<file path="src/hw/rtl/crpp_pkg.sv">
// ----------------------------------------------------------------------------
// crpp_pkg
// Shared types, register codes and reduction functions for the colour
// reduce, pack and packetise block.
// ----------------------------------------------------------------------------
package crpp_pkg;

  // register indexes (byte address / 4)
  localparam logic [1:0] REG_DEPTH         = 2'd0;
  localparam logic [1:0] REG_HDR_TYPE      = 2'd1;
  localparam logic [1:0] REG_PAYLOAD_SIZE  = 2'd2;
  localparam logic [1:0] REG_PACKET_COUNT  = 2'd3;

  localparam logic [3:0] DEPTH_3BIT = 4'd3;
  localparam logic [3:0] DEPTH_4BIT = 4'd4;

  // one payload byte plus what the back end needs to frame it
  typedef struct packed {
    logic [7:0] data;
    logic       hdr;        // first byte of a packet: send header first
    logic [7:0] pkt_idx;
    logic       pkt_end;
    logic       frm_end;
  } job_t;

  // output sequencing
  typedef enum logic [2:0] {
    PH_FIRST = 3'b001,
    PH_INDEX = 3'b010,
    PH_DATA  = 3'b100
  } phase_t;

  // 8 bit component down to 3 bits: (c*225 + 4096) >> 13
  function automatic logic [3:0] reduce3(input logic [7:0] c);
    logic [15:0] p;
    p = 16'(c) * 16'd225 + 16'd4096;
    return {1'b0, p[15:13]};
  endfunction

  // 8 bit component down to 4 bits: (c*15 + 135) >> 8
  function automatic logic [3:0] reduce4(input logic [7:0] c);
    logic [11:0] p;
    p = 12'(c) * 12'd15 + 12'd135;
    return p[11:8];
  endfunction

endpackage

</file>
<file path="src/hw/rtl/crpp_front.sv">
// ----------------------------------------------------------------------------
// crpp_front
// Accepts components, at depth 3 or 4 reduces and pairs them into bytes, and
// keeps the packet position; pushes one job per payload byte into the queue.
// ----------------------------------------------------------------------------
module crpp_front (
  input  logic          clk,
  input  logic          rst_n,
  input  logic          in_valid,
  input  logic [7:0]    in_component,
  input  logic          in_last,
  input  logic          q_full,
  input  logic [3:0]    comp_depth,
  input  logic [15:0]   payload_size,
  input  logic [7:0]    packet_count,
  output logic          in_ready,
  output logic          q_push,
  output crpp_pkg::job_t q_job
);
  import crpp_pkg::*;

  logic [3:0]  held_nibble_r, held_nibble_nxt;
  logic        high_phase_r,  high_phase_nxt;
  logic [15:0] byte_in_pkt_r, byte_in_pkt_nxt;
  logic [7:0]  pkt_idx_r,     pkt_idx_nxt;

  logic        accept;
  logic        pack_mode;
  logic [3:0]  red;
  logic        emit;
  logic [7:0]  pay_byte;
  logic [15:0] psize;
  logic [7:0]  pcount;
  logic [16:0] next_cnt;
  logic        pkt_full;
  logic        send;

  assign in_ready = !q_full;
  assign accept   = in_valid && !q_full;

  assign pack_mode = (comp_depth == DEPTH_3BIT) || (comp_depth == DEPTH_4BIT);
  assign red       = (comp_depth == DEPTH_3BIT) ? reduce3(in_component)
                                                : reduce4(in_component);

  assign psize    = (payload_size == 16'd0) ? 16'd1 : payload_size;
  assign pcount   = (packet_count == 8'd0) ? 8'd1 : packet_count;
  assign next_cnt = {1'b0, byte_in_pkt_r} + 17'd1;
  assign pkt_full = next_cnt >= {1'b0, psize};

  always_comb begin
    emit     = 1'b1;
    pay_byte = in_component;
    if (pack_mode) begin
      if (high_phase_r) begin
        emit     = in_last;
        pay_byte = {red, 4'd0};
      end else begin
        pay_byte = {held_nibble_r, red};
      end
    end
  end

  // drop payload once the frame's packets are all used
  assign send = emit && (pkt_idx_r < pcount);

  assign q_push          = accept && send;
  assign q_job.data      = pay_byte;
  assign q_job.hdr       = (byte_in_pkt_r == 16'd0);
  assign q_job.pkt_idx   = pkt_idx_r;
  assign q_job.pkt_end   = pkt_full || in_last;
  assign q_job.frm_end   = in_last;

  always_comb begin
    held_nibble_nxt = held_nibble_r;
    high_phase_nxt  = high_phase_r;
    byte_in_pkt_nxt = byte_in_pkt_r;
    pkt_idx_nxt     = pkt_idx_r;
    if (accept) begin
      if (pack_mode) begin
        if (high_phase_r && !in_last) begin
          held_nibble_nxt = red;
          high_phase_nxt  = 1'b0;
        end else begin
          held_nibble_nxt = 4'd0;
          high_phase_nxt  = 1'b1;
        end
      end
      if (send) begin
        if (pkt_full) begin
          byte_in_pkt_nxt = 16'd0;
          pkt_idx_nxt     = pkt_idx_r + 8'd1;
        end else begin
          byte_in_pkt_nxt = next_cnt[15:0];
        end
      end
      if (in_last) begin
        held_nibble_nxt = 4'd0;
        high_phase_nxt  = 1'b1;
        byte_in_pkt_nxt = 16'd0;
        pkt_idx_nxt     = 8'd0;
      end
    end
  end

  always_ff @(posedge clk) begin
    if (!rst_n) begin
      held_nibble_r <= 4'd0;
      high_phase_r  <= 1'b1;
      byte_in_pkt_r <= 16'd0;
      pkt_idx_r     <= 8'd0;
    end else begin
      held_nibble_r <= held_nibble_nxt;
      high_phase_r  <= high_phase_nxt;
      byte_in_pkt_r <= byte_in_pkt_nxt;
      pkt_idx_r     <= pkt_idx_nxt;
    end
  end

endmodule

</file>
<file path="src/hw/rtl/crpp_fifo.sv">
// ----------------------------------------------------------------------------
// crpp_fifo
// Small register queue of jobs between the front and back ends.
// ----------------------------------------------------------------------------
module crpp_fifo #(
  parameter int DEPTH = 4
) (
  input  logic           clk,
  input  logic           rst_n,
  input  logic           push,
  input  crpp_pkg::job_t push_job,
  input  logic           pop,
  output logic           full,
  output logic           empty,
  output crpp_pkg::job_t head
);
  import crpp_pkg::*;

  localparam int AW = (DEPTH > 1) ? $clog2(DEPTH) : 1;
  localparam int CW = $clog2(DEPTH + 1);

  job_t          mem_r [DEPTH];
  logic [AW-1:0] wptr_r, wptr_nxt;
  logic [AW-1:0] rptr_r, rptr_nxt;
  logic [CW-1:0] cnt_r,  cnt_nxt;
  logic          do_push, do_pop;

  assign full    = (cnt_r == CW'(DEPTH));
  assign empty   = (cnt_r == '0);
  assign head    = mem_r[rptr_r];
  assign do_push = push && !full;
  assign do_pop  = pop && !empty;

  always_comb begin
    wptr_nxt = wptr_r;
    rptr_nxt = rptr_r;
    cnt_nxt  = cnt_r;
    if (do_push) begin
      wptr_nxt = (wptr_r == AW'(DEPTH - 1)) ? '0 : wptr_r + AW'(1);
    end
    if (do_pop) begin
      rptr_nxt = (rptr_r == AW'(DEPTH - 1)) ? '0 : rptr_r + AW'(1);
    end
    if (do_push && !do_pop) begin
      cnt_nxt = cnt_r + CW'(1);
    end else if (do_pop && !do_push) begin
      cnt_nxt = cnt_r - CW'(1);
    end
  end

  always_ff @(posedge clk) begin
    if (!rst_n) begin
      wptr_r <= '0;
      rptr_r <= '0;
      cnt_r  <= '0;
    end else begin
      wptr_r <= wptr_nxt;
      rptr_r <= rptr_nxt;
      cnt_r  <= cnt_nxt;
    end
  end

  always_ff @(posedge clk) begin
    if (do_push) begin
      mem_r[wptr_r] <= push_job;
    end
  end

endmodule

</file>
<file path="src/hw/rtl/crpp_back.sv">
// ----------------------------------------------------------------------------
// crpp_back
// Expands each job into header and payload transfers and holds them in the
// output register until taken.
// ----------------------------------------------------------------------------
module crpp_back (
  input  logic           clk,
  input  logic           rst_n,
  input  logic           q_empty,
  input  crpp_pkg::job_t q_head,
  input  logic [7:0]     hdr_type,
  input  logic           out_ready,
  output logic           q_pop,
  output logic           out_valid,
  output logic [7:0]     out_byte,
  output logic           out_pkt_end,
  output logic           out_frm_end,
  output logic           out_run_last
);
  import crpp_pkg::*;

  phase_t     phase_r, phase_nxt;
  logic       valid_r, valid_nxt;
  logic [7:0] byte_r,  byte_nxt;
  logic       pend_r,  pend_nxt;
  logic       fend_r,  fend_nxt;
  logic       rlast_r, rlast_nxt;
  logic       load;

  // refill the output register when it is empty or being taken
  assign load = !valid_r || out_ready;

  always_comb begin
    phase_nxt = phase_r;
    valid_nxt = valid_r;
    byte_nxt  = byte_r;
    pend_nxt  = pend_r;
    fend_nxt  = fend_r;
    rlast_nxt = rlast_r;
    q_pop     = 1'b0;
    if (load) begin
      valid_nxt = !q_empty;
      if (!q_empty) begin
        byte_nxt  = q_head.data;
        pend_nxt  = q_head.pkt_end;
        fend_nxt  = q_head.frm_end;
        rlast_nxt = 1'b1;
        case (phase_r)
          PH_FIRST: begin
            if (q_head.hdr) begin
              byte_nxt  = hdr_type;
              pend_nxt  = 1'b0;
              fend_nxt  = 1'b0;
              rlast_nxt = 1'b0;
              phase_nxt = PH_INDEX;
            end else begin
              q_pop = 1'b1;
            end
          end
          PH_INDEX: begin
            byte_nxt  = q_head.pkt_idx;
            pend_nxt  = 1'b0;
            fend_nxt  = 1'b0;
            rlast_nxt = 1'b0;
            phase_nxt = PH_DATA;
          end
          PH_DATA: begin
            q_pop     = 1'b1;
            phase_nxt = PH_FIRST;
          end
          default: begin
            valid_nxt = 1'b0;
            phase_nxt = PH_FIRST;
          end
        endcase
      end
    end
  end

  always_ff @(posedge clk) begin
    if (!rst_n) begin
      phase_r <= PH_FIRST;
      valid_r <= 1'b0;
    end else begin
      phase_r <= phase_nxt;
      valid_r <= valid_nxt;
    end
  end

  always_ff @(posedge clk) begin
    byte_r  <= byte_nxt;
    pend_r  <= pend_nxt;
    fend_r  <= fend_nxt;
    rlast_r <= rlast_nxt;
  end

  assign out_valid    = valid_r;
  assign out_byte     = byte_r;
  assign out_pkt_end  = pend_r;
  assign out_frm_end  = fend_r;
  assign out_run_last = rlast_r;

endmodule

</file>
<file path="src/hw/rtl/color_reduce_pack_packetizer.sv">
// ----------------------------------------------------------------------------
// color_reduce_pack_packetizer
// Path: with the queue empty, a payload byte is pushed when its component is
//   accepted and then registered on out_ from the queue head; at a packet
//   start its two header transfers come first, and a queue backlog delays it.
// Throughput: one component per cycle on in_ unless the queue is full, one
//   transfer per cycle on out_ while out_tready is high; each packet start
//   adds two header transfers on out_, which the queue covers only briefly:
//   once it fills, in_ stalls for them. Reset (rst_n, synchronous): queue and
//   packet position cleared, registers back to depth 8, header type 0,
//   payload size 1, packet count 1.
module color_reduce_pack_packetizer #(
  parameter int FIFO_DEPTH = 4
) (
  input  logic        clk,
  input  logic        rst_n,
  // input stream
  input  logic        in_tvalid,
  output logic        in_tready,
  input  logic [7:0]  in_tdata,   // [7:0] component
  input  logic        in_tlast,   // frame_last
  // result stream
  output logic        out_tvalid,
  input  logic        out_tready,
  output logic [7:0]  out_tdata,  // [7:0] out_byte
  output logic        out_tlast,  // frame_end
  output logic [1:0]  out_tuser,  // [0] packet_end, [1] run_last
  // configuration
  input  logic        cfg_psel,
  input  logic        cfg_penable,
  input  logic        cfg_pwrite,
  input  logic [3:0]  cfg_paddr,
  input  logic [31:0] cfg_pwdata,
  output logic [31:0] cfg_prdata,
  output logic        cfg_pready
);
  import crpp_pkg::*;

  logic [3:0]  comp_depth_r;
  logic [7:0]  hdr_type_r;
  logic [15:0] payload_size_r;
  logic [7:0]  packet_count_r;
  logic        cfg_wr;
  logic [1:0]  cfg_idx;

  logic        q_push, q_pop, q_full, q_empty;
  job_t        q_job, q_head;
  logic        pkt_end, run_last;

  assign cfg_pready = 1'b1;
  assign cfg_idx    = cfg_paddr[3:2];
  assign cfg_wr     = cfg_psel && cfg_penable && cfg_pwrite && cfg_pready;

  always_ff @(posedge clk) begin
    if (!rst_n) begin
      comp_depth_r    <= 4'd8;
      hdr_type_r      <= 8'd0;
      payload_size_r  <= 16'd1;
      packet_count_r  <= 8'd1;
    end else if (cfg_wr) begin
      case (cfg_idx)
        REG_DEPTH:         comp_depth_r    <= cfg_pwdata[3:0];
        REG_HDR_TYPE:      hdr_type_r      <= cfg_pwdata[7:0];
        REG_PAYLOAD_SIZE:  payload_size_r  <= cfg_pwdata[15:0];
        REG_PACKET_COUNT:  packet_count_r  <= cfg_pwdata[7:0];
        default: ;
      endcase
    end
  end

  always_comb begin
    case (cfg_idx)
      REG_DEPTH:         cfg_prdata = {28'd0, comp_depth_r};
      REG_HDR_TYPE:      cfg_prdata = {24'd0, hdr_type_r};
      REG_PAYLOAD_SIZE:  cfg_prdata = {16'd0, payload_size_r};
      REG_PACKET_COUNT:  cfg_prdata = {24'd0, packet_count_r};
      default:           cfg_prdata = 32'd0;
    endcase
  end

  crpp_front u_front (
    .clk          (clk),
    .rst_n        (rst_n),
    .in_valid     (in_tvalid),
    .in_component (in_tdata),
    .in_last      (in_tlast),
    .q_full       (q_full),
    .comp_depth   (comp_depth_r),
    .payload_size (payload_size_r),
    .packet_count (packet_count_r),
    .in_ready     (in_tready),
    .q_push       (q_push),
    .q_job        (q_job)
  );

  crpp_fifo #(
    .DEPTH (FIFO_DEPTH)
  ) u_fifo (
    .clk      (clk),
    .rst_n    (rst_n),
    .push     (q_push),
    .push_job (q_job),
    .pop      (q_pop),
    .full     (q_full),
    .empty    (q_empty),
    .head     (q_head)
  );

  crpp_back u_back (
    .clk           (clk),
    .rst_n         (rst_n),
    .q_empty       (q_empty),
    .q_head        (q_head),
    .hdr_type      (hdr_type_r),
    .out_ready     (out_tready),
    .q_pop         (q_pop),
    .out_valid     (out_tvalid),
    .out_byte      (out_tdata),
    .out_pkt_end   (pkt_end),
    .out_frm_end   (out_tlast),
    .out_run_last  (run_last)
  );

  assign out_tuser = {run_last, pkt_end};

endmodule
</file>
<file path="config.mk">
export PLATFORM = sky130hd
export DESIGN_NAME = color_reduce_pack_packetizer
export DESIGN_NICKNAME = d
export VERILOG_FILES = /design/src/hw/rtl/crpp_pkg.sv /design/src/hw/rtl/crpp_front.sv /design/src/hw/rtl/crpp_fifo.sv /design/src/hw/rtl/crpp_back.sv /design/src/hw/rtl/color_reduce_pack_packetizer.sv
export SDC_FILE = /design/constraint.sdc
export NUM_CORES = 1
export LEC_CHECK = 0
export ABC_AREA = 1
export BUFFER_PORTS_ARGS = -buffer_cell sky130_fd_sc_hd__buf_2
export CAP_MARGIN = 20
export CELL_PAD_IN_SITES_DETAIL_PLACEMENT = 1
export CELL_PAD_IN_SITES_GLOBAL_PLACEMENT = 1
export CORE_MARGIN = 3
export CORE_UTILIZATION = 35
export CTS_BUF_LIST = sky130_fd_sc_hd__clkbuf_16
export DETAILED_ROUTE_END_ITERATION = 10
export PLACE_DENSITY = 0.65
export REMOVE_ABC_BUFFERS = 1
export SYNTH_ARGS = -nofsm -noshare
export SYNTH_HDL_FRONTEND = slang
export SYNTH_SLANG_ARGS = --single-unit
export TNS_END_PERCENT = 10
</file>
<file path="constraint.sdc">
create_clock -name clk -period 4.4 [get_ports clk]
set_clock_uncertainty 0.15 [all_clocks]
set_input_delay 0.88 -clock clk [delete_from_list [all_inputs] [get_ports clk]]
set_output_delay 0.88 -clock clk [all_outputs]
set_load 0.02 [all_outputs]
</file>
== Word-level counts from Yosys, hierarchy flattened ==
Memories as Yosys holds them, arrays and structs flattened. A register that Yosys moved wholly into a read port is not among the register bits.
Cells that the tools add are included.

* Input port bits: 52
* Bits in writable memories: 76
* Word-level logic and storage cells: 124
* Memories: 1
* Register bits: 87

* Eq/ne operators: 12
* $add $sub $neg: 8
* Muxes and demuxes: 43
* Bitwise operators: 1
* $mul: 2
* Reductions and logical operators: 38
* $lt $le $gt $ge: 2

{| class="wikitable"
|+ Memory list
! memory !! words !! width !! read ports !! clocked after memory_dff !! wr ports !! line !! text
|-
| u_fifo.mem_r || 4 || 19 || 1 || 1 || 1 || crpp_fifo.sv:22 || <nowiki>job_t mem_r [DEPTH];</nowiki>
|}

{| class="wikitable"
|+ Operator list
! operator !! number
|-
| 32-bit case mux with 4 select lines || 1
|-
| 16-bit two-way mux || 4
|-
| 8-bit two-way mux || 7
|-
| 16-bit logical NOT || 2
|-
| 16-bit by 1-bit adder with 17-bit output (second input constant) || 1
|-
| 17-bit by 16-bit greater-or-equal comparator with 1-bit output || 1
|-
| 16-bit by 13-bit adder with 16-bit output (second input constant) || 1
|-
| 8-bit by 8-bit multiplier with 16-bit output (second input constant) || 1
|-
| 4-bit two-way mux || 4
|-
| 8-bit case mux with 2 select lines || 1
|-
| 1-bit two-way mux || 14
|-
| 2-bit AND reduction || 7
|-
| 12-bit by 8-bit adder with 12-bit output (second input constant) || 1
|-
| 8-bit by 4-bit multiplier with 12-bit output (second input constant) || 1
|-
| 1-bit logical AND || 10
|-
| 3-bit two-way mux || 3
|-
| 8-bit by 1-bit adder with 8-bit output (second input constant) || 1
|-
| 2-bit equality test (second input constant) || 4
|-
| 8-bit logical NOT || 1
|-
| 8-bit less-than comparator || 1
|-
| 2-bit two-way mux || 4
|-
| 1-bit case mux with 2 select lines || 4
|-
| 2-bit nonzero test || 4
|-
| 3-bit equality test (second input constant) || 2
|-
| 17 further kinds || 26
|}

== Depth between registers and ports, before layout ==
Gate-level depths: netlist of run 1.

* Depth in word-level cells: 10
* Depth in mapped cells: 22

== Cells and area by module ==
Synthesis of run 1 repeated with hierarchy kept, for this count alone.

* Cell total of the unflattened synthesis: 1214
* Area, all modules: 10138.5 um2

{| class="wikitable"
|+ By module, submodules not included
! module !! area an instance (um2) !! cells each !! sequential area each (um2) !! instances
|-
| crpp_front || 4096.4 || 577 || 580.6 || 1
|-
| crpp_fifo || 3354.5 || 256 || 2462.4 || 1
|-
| color_reduce_pack_packetizer || 1904.3 || 296 || 720.7 || 1
|-
| crpp_back || 783.3 || 85 || 410.4 || 1
|}

== Least setup slack after synthesis of run 1 ==
OpenSTA, ideal clock, no wires.

* Path type: input port to flip-flop
* From: input in_tdata[3]
* To: memory u_fifo.mem_r[0][18] (netlist bit) (data pin)
* Library setup time: 0.283 ns
* Required time: 3.967 ns
* Path slack: 0.396 ns
* Arrival: 3.570 ns
* Buffers on the path: 0
* Stages on the path: 14
* Cell sequence: inv_1 -> fa_1 -> inv_1 -> fa_1 -> fa_1 -> ha_1 -> nand2_1 -> o21a_1 -> nand2_1 -> nand2_1 -> nand2_1 -> or2_2 -> nand3_1 -> o211ai_1

{| class="wikitable"
|+ RTL lines
! element !! line !! text
|-
| start: declaration || color_reduce_pack_packetizer.sv:20 || <nowiki>input logic [7:0] in_tdata,</nowiki>
|-
| end: declaration || crpp_fifo.sv:22 ||
|}

==> run_results.csv, run 1 <==
group,metric,value,unit
run_status,status,"completed",
sta,hold_violations,0,
place,placed_cell_area,10400,um^2
cts,root_buffer,"clkbuf_16",
die,core_region_area,27000,um^2
setup_path,required,4360,ps
place,numPortBuffers,62,
hold_path,hp-start,"u_front.held_nibble_r[0]",
logic_synthesis,synth_ff_type,"edfxtp_1",
finish,final_util,0.407,
cts,clockBufferDepth,2,
detailed_routing,first_pass_iters,5,
setup_path,slowest_stage,"fa_1",
setup_path,critPathArrivalTime,3960,ps
setup_path,reg2reg_slack,800,ps
logic_synthesis,synth_edf_count,87,
finish,finalInstanceArea,11000,um^2
cts,cts_hold_buf,0,
global_route,grt-ovfl-total,0,
setup_path,worst_path_largest_cell_delay,500,ps
finish,antennaDiodeCount,0,
cts,cts_setup_buffers,0,
detailed_routing,num_vias,7794,
setup_path,cp_max_fo,4,
hold_path,holdPathEnd,"u_front.held_nibble_r[0]",
cts,clkSinkCount,165,
setup_path,reg2reg_depth,19,
die,die_h,172,um
global_route,grt_pass1_wl,40900,um
logic_synthesis,synth_area_per_cell,8.64,um^2
global_route,grt_max_degree,49,
logic_synthesis,yosys_warnings,0,
detailed_routing,drtAntennaViolNets,0,
finish,final_layout_size_suffix_gt1_frac,0.123,
sta,rsz0062_at_grt,"false",
finish,mostFrequentLayoutCell,"nand2_1",
detailed_routing,viasPerCell,5.04,
die,io_pins,98,
detailed_routing,drt-initial-drc-count,426,
die,start_util,0.357,
power_and_ir_drop,p_leak,0.00491,uW
power_and_ir_drop,ir_drop,0.229,mV
sta,fin_ws,397,ps
sta,finalSetupViolations,0,
cts,path_clk_slew,80,ps
detailed_routing,drc,0,
logic_synthesis,syn_area,9620,um^2
place,dp_slack,-76.8,ps
logic_synthesis,yosysSeqAreaShare,0.434,
setup_path,crit_top_cell,"fa_1",
sta,maxSlewViolCount,0,
detailed_routing,post_drt_wl_per_cell,16.4,um
global_route,antenna_found_initial,0,
place,dp_hpwl,18800,um
logic_synthesis,netlist_instances,1113,
run,maxCapViolCount,0,
sta,post-route-period-util,0.910,
sta,fmaxAchievable,0.250,GHz
global_route,grtUsageTotal,0.177,
setup_path,path_class,"input port to register",
global_route,grt_pass1_vias,7799,
power_and_ir_drop,cellPowerDensity,601,nW/um^2
logic_synthesis,synth_cell_types,46,
finish,final_cell_mix,"nand2_1, inv_1, nor2_1",
cts,htreeDepth,4,
logic_synthesis,async_flop_share,0,
hold_path,hold_path_depth,2,
die,die_w,172,um
setup_path,end_kind,"register",
hold_path,hold_path.class,"register to register",
setup_path,cp_cell_sequence,"buf_2 > inv_1 > fa_1 > inv_1 > fa_1 > fa_1 > ha_1 > nand2_1 > nor3_1 > nand3_1 > nand4_1 > xnor2_1 > nand2_1 > nand3_1 > o21ai_0",
cts,clk_latency,430,ps
sta,final.min_clock_period,4000,ps
finish,nets,1347,
sta,slew-limit-headroom,0.480,
die,core.rowCount,60,
cts,cts-buffers-inserted,17,
setup_path,critPathLaunchType,"input port",
setup_path,r2r_end,"u_front.pkt_idx_r[0]",
cts,cts_tree,"built",
setup_path,r2r-start,"u_front.byte_in_pkt_r[0]",
finish,syn_to_final_growth,14.0,%
sta,tightest_slew,780,ps
die,die-area,29500,um^2
place,gp_congestion,0.785,
cts,cts_resized,0,
detailed_routing,drt-total-wl,25300,um
logic_synthesis,yosys_register_bits,165,
-- cells in the mapped netlist, types with 8 or more instances --
master | count | area (um^2)
ha_1 | 89 | 1110
nand4_1 | 12 | 75.1
edfxtp_1 | 87 | 2610
nand3_1 | 56 | 280
nand2_1 | 175 | 657
a221oi_1 | 8 | 70.1
a31oi_1 | 9 | 56.3
inv_1 | 140 | 526
nor3_1 | 12 | 60.1
dfxtp_1 | 78 | 1560
clkbuf_1 | 21 | 78.8
fa_1 | 15 | 300
o22ai_1 | 10 | 62.6
nor2_1 | 123 | 462
xor2_1 | 14 | 123
o21ai_0 | 90 | 450
buf_4 | 19 | 143
a21oi_1 | 84 | 420
-- worst max-delay path by stage --
stage | start | end | cells after the start
after global placement | in_tdata[4] | u_fifo.mem_r[1][13] | 15
final | in_tdata[4] | u_fifo.mem_r[0][13] | 15
after floorplan | in_tdata[3] | u_fifo.mem_r[0][18] | 14
after global routing | in_tdata[3] | u_fifo.mem_r[0][13] | 15
after detailed placement | in_tdata[4] | u_fifo.mem_r[0][13] | 15
after CTS | in_tdata[4] | u_fifo.mem_r[0][13] | 15
-- per-stage QoR --
stage               cells  setup TNS, ps  hold slack, ps  total power, uW
global route         1545              0             338             7180
detailed placement   1513           -587             313             5150
floorplan            1078              0             295             4180
finish               1545              0             322             6590
CTS                  1545              0             324             6660
global placement     1513              0             303             5040
-- flip-flops by register name (all words and copies together) (netlist names), 2 cells and up, named ones only --
name and cells:
u_front.held_nibble_r 4, u_front.pkt_idx_r 8, u_back.phase_r 3, u_fifo.cnt_r 3, u_back.out_byte 8, u_fifo.rptr_r 2
u_front.byte_in_pkt_r 16, payload_size_r 16, hdr_type_r 8, u_fifo.wptr_r 2, u_fifo.mem_r 76, packet_count_r 8
comp_depth_r 4
-- cell families after synthesis --
logic type	synth area share
AND/OR/NAND/NOR	0.180
AO/OA/AOI/OAI	0.134
flip-flops	0.434
other	0.000781
adder cells (fa/ha/maj)	0.147
buffers and inverters	0.0865
XOR/XNOR	0.0173
-- area by class of cell --
class,count,area [um^2]
tap,341,427
clock buffer,17,425
fill,3211,16000
multi-input combinational,770,4670
timing repair buffer,94,551
clock inverter,15,183
inverter,143,537
sequential,165,4170
-- where the power goes --
| group | switching, uW | internal [uW] | total (uW) |
|---|---|---|---|
| sequential | 233 | 2070 | 2300 |
| clock | 730 | 771 | 1500 |
| combinational | 1860 | 924 | 2790 |
| total | 2830 | 3760 | 6590 |
-- worst max-delay path: cells and delay by family --
kind	cells	cell delay [ps]
and+or+nand+nor	6	710
xor gates and xnor gates	1	140
adders and majority gates	4	1710
AOI/OAI and AO/OA	1	230
buffers and inverters	3	290
-- routing by layer --
metal,global-route usage,part of all wire,up-vias
li1,-,-,3886
met1,0.255,0.50,3778
met2,0.282,0.46,115
met3,0.0267,0.031,15
met4,0.0392,0.0088,0
met5,0,0,-
Note: power is estimated with default switching activity, not from simulation.
==> run 2, diff against run 1 <==
--- a/config.mk
+++ b/config.mk
@@ -15,7 +15,6 @@
 export CTS_BUF_LIST = sky130_fd_sc_hd__clkbuf_16
 export DETAILED_ROUTE_END_ITERATION = 10
 export PLACE_DENSITY = 0.65
-export REMOVE_ABC_BUFFERS = 1
 export SYNTH_ARGS = -nofsm -noshare
 export SYNTH_HDL_FRONTEND = slang
 export SYNTH_SLANG_ARGS = --single-unit
==> constraint.sdc (replaced) <==
create_clock -name clk -period 4.4 [get_ports clk]
set_clock_uncertainty 0.15 [all_clocks]
set_input_delay 0.88 -clock clk [delete_from_list [all_inputs] [get_ports clk]]
set_output_delay 0.88 -clock clk [all_outputs]
set_load 0.01 [all_outputs]
==> run 2 against run 1 <==
Net effect: flip-flop and latch count unchanged; hold slack gained 13 ps; utilization shrank 0.19 points; critical path type unchanged; largest power group unchanged.
==> run_results.csv, run 2 (same netlist as run 1, synthesis figures left out) <==
group,metric,value,unit
run_status,status,"completed",
die,die_h,172,um
finish,syn_to_final_growth,13.5,%
sta,slew-limit-headroom,0.478,
place,placed_cell_area,10300,um^2
place,dp_slack,-28.1,ps
cts,path_clk_slew,70,ps
global_route,grt_max_degree,49,
die,die_w,172,um
setup_path,worst_path_largest_cell_delay,450,ps
place,dp_hpwl,19100,um
die,core_region_area,27000,um^2
setup_path,slowest_stage,"fa_1",
finish,stdcell_count,1543,
detailed_routing,drt-initial-drc-count,402,
global_route,antenna_found_initial,0,
cts,cts_resized,0,
sta,fmaxAchievable,0.247,GHz
detailed_routing,top_layer_used,"met4",
power_and_ir_drop,ir_drop,0.253,mV
die,die-area,29500,um^2
finish,finalInstanceArea,10900,um^2
finish,final_layout_size_suffix_gt1_frac,0.121,
detailed_routing,drc,0,
die,start_util,0.357,
setup_path,critPathArrivalTime,4000,ps
cts,cts_hold_buf,0,
hold_path,hold_path.class,"register to register",
finish,antennaDiodeCount,0,
finish,largest_reg_flops,76,
finish,num-fill-cells,3208,
global_route,grt_pass1_wl,42000,um
setup_path,cp_cell_sequence,"buf_2 > fa_1 > fa_1 > ha_1 > ha_1 > ha_1 > a21oi_1 > o21bai_1 > a31oi_1 > nand2_1 > nand2_1 > nand3_1 > nand3_1 > o211ai_1",
detailed_routing,viasPerCell,5.08,
cts,clockBufferDepth,2,
global_route,grt_pass1_vias,7910,
sta,rsz0062_at_grt,"false",
detailed_routing,drt-total-wl,25700,um
setup_path,crit_top_cell,"ha_1",
finish,mostFrequentLayoutCell,"nand2_1",
finish,top_register,"u_fifo.mem_r",
global_route,grtUsageTotal,0.181,
place,place_inst,1511,
cts,clk_latency,440,ps
power_and_ir_drop,p_leak,0.00488,uW
detailed_routing,wl_met1,12500,um
detailed_routing,num_vias,7840,
global_route,grt-ovfl-total,0,
setup_path,path_class,"input port to register",
sta,post-route-period-util,0.921,
cts,cts_setup_buffers,0,
place,gp_congestion,0.785,
setup_path,critPathLaunchType,"input port",
setup_path,required,4340,ps
cts,root_buffer,"clkbuf_16",
cts,htreeDepth,4,
finish,final_util,0.405,
detailed_routing,drtAntennaViolNets,0,
cts,cts_tree,"built",
die,core.rowCount,60,
sta,hold_violations,0,
detailed_routing,wl_met3,899,um
finish,final_cell_mix,"nand2_1, inv_1, nor2_1",
sta,finalSetupViolations,0,
finish,reg_top3,"u_fifo.mem_r: 76 flops, payload_size_r: 16 flops, u_front.byte_in_pkt_r: 16 flops",
detailed_routing,first_pass_iters,5,
power_and_ir_drop,cellPowerDensity,596,nW/um^2
sta,fin_ws,347,ps
detailed_routing,post_drt_wl_per_cell,16.6,um
die,io_pins,98,
sta,tightest_slew,779,ps
cts,cts-buffers-inserted,17,
place,numPortBuffers,62,
setup_path,cp_max_fo,4,
finish,nets,1345,
sta,maxSlewViolCount,0,
cts,clkSinkCount,165,
sta,final.min_clock_period,4050,ps
detailed_routing,met2WireLength,11800,um
setup_path,end_kind,"register",
run,maxCapViolCount,0,
==> run 2: metal layers <==
metal	up-vias	track usage
met4	0	0.0580
met1	3815	0.252
met3	25	0.0336
li1	3877	-
met2	123	0.288
met5	-	0
==> run 2: critical path: cells and delay by family <==
family / cells / cell delay [ps]
buffers and inverters: 1 / 120
AO/OA/AOI/OAI: 4 / 790
adder cells (fa/ha/maj): 5 / 1820
AND/OR/NAND/NOR: 4 / 390
==> run 2: worst paths after layout <==
check,start,to,slack (ps),cells past startpoint
max reg2reg,u_front.byte_in_pkt_r[0],u_front.pkt_idx_r[7],860,18
max,in_tdata[4],u_fifo.mem_r[1][16],350,14
min reg2reg,u_front.held_nibble_r[0],u_front.held_nibble_r[0],330,2
min,u_front.held_nibble_r[0],u_front.held_nibble_r[0],330,2
==> run 2: metrics by stage <==
| stage | total power (uW) | TNS [ps] | hold WS (ps) |
|---|---|---|---|
| 2_1_floorplan | 4250 | 0 | 295 |
| 3_3_place_gp | 5010 | 0 | 311 |
| 3_5_place_dp | 5100 | -204 | 311 |
| 4_1_cts | 6590 | 0 | 334 |
| 5_1_grt | 7100 | 0 | 373 |
| 6_report | 6510 | 0 | 335 |
==> run 2: report_power, final <==
group          internal, uW  switching (uW)  total [uW]
Sequential             2070             240        2310
Clock                   794             669        1460
Combinational           922            1820        2740
==> run 2: layout make-up <==
class,instances,area (um^2),share of cell area
Tap cell,341,427,0.0391
Inverter,143,537,0.0492
Clock inverter,15,144,0.0132
Multi-Input combinational cell,770,4670,0.428
Timing Repair Buffer,92,536,0.0491
Sequential cell,165,4170,0.382
Clock buffer,17,425,0.0390
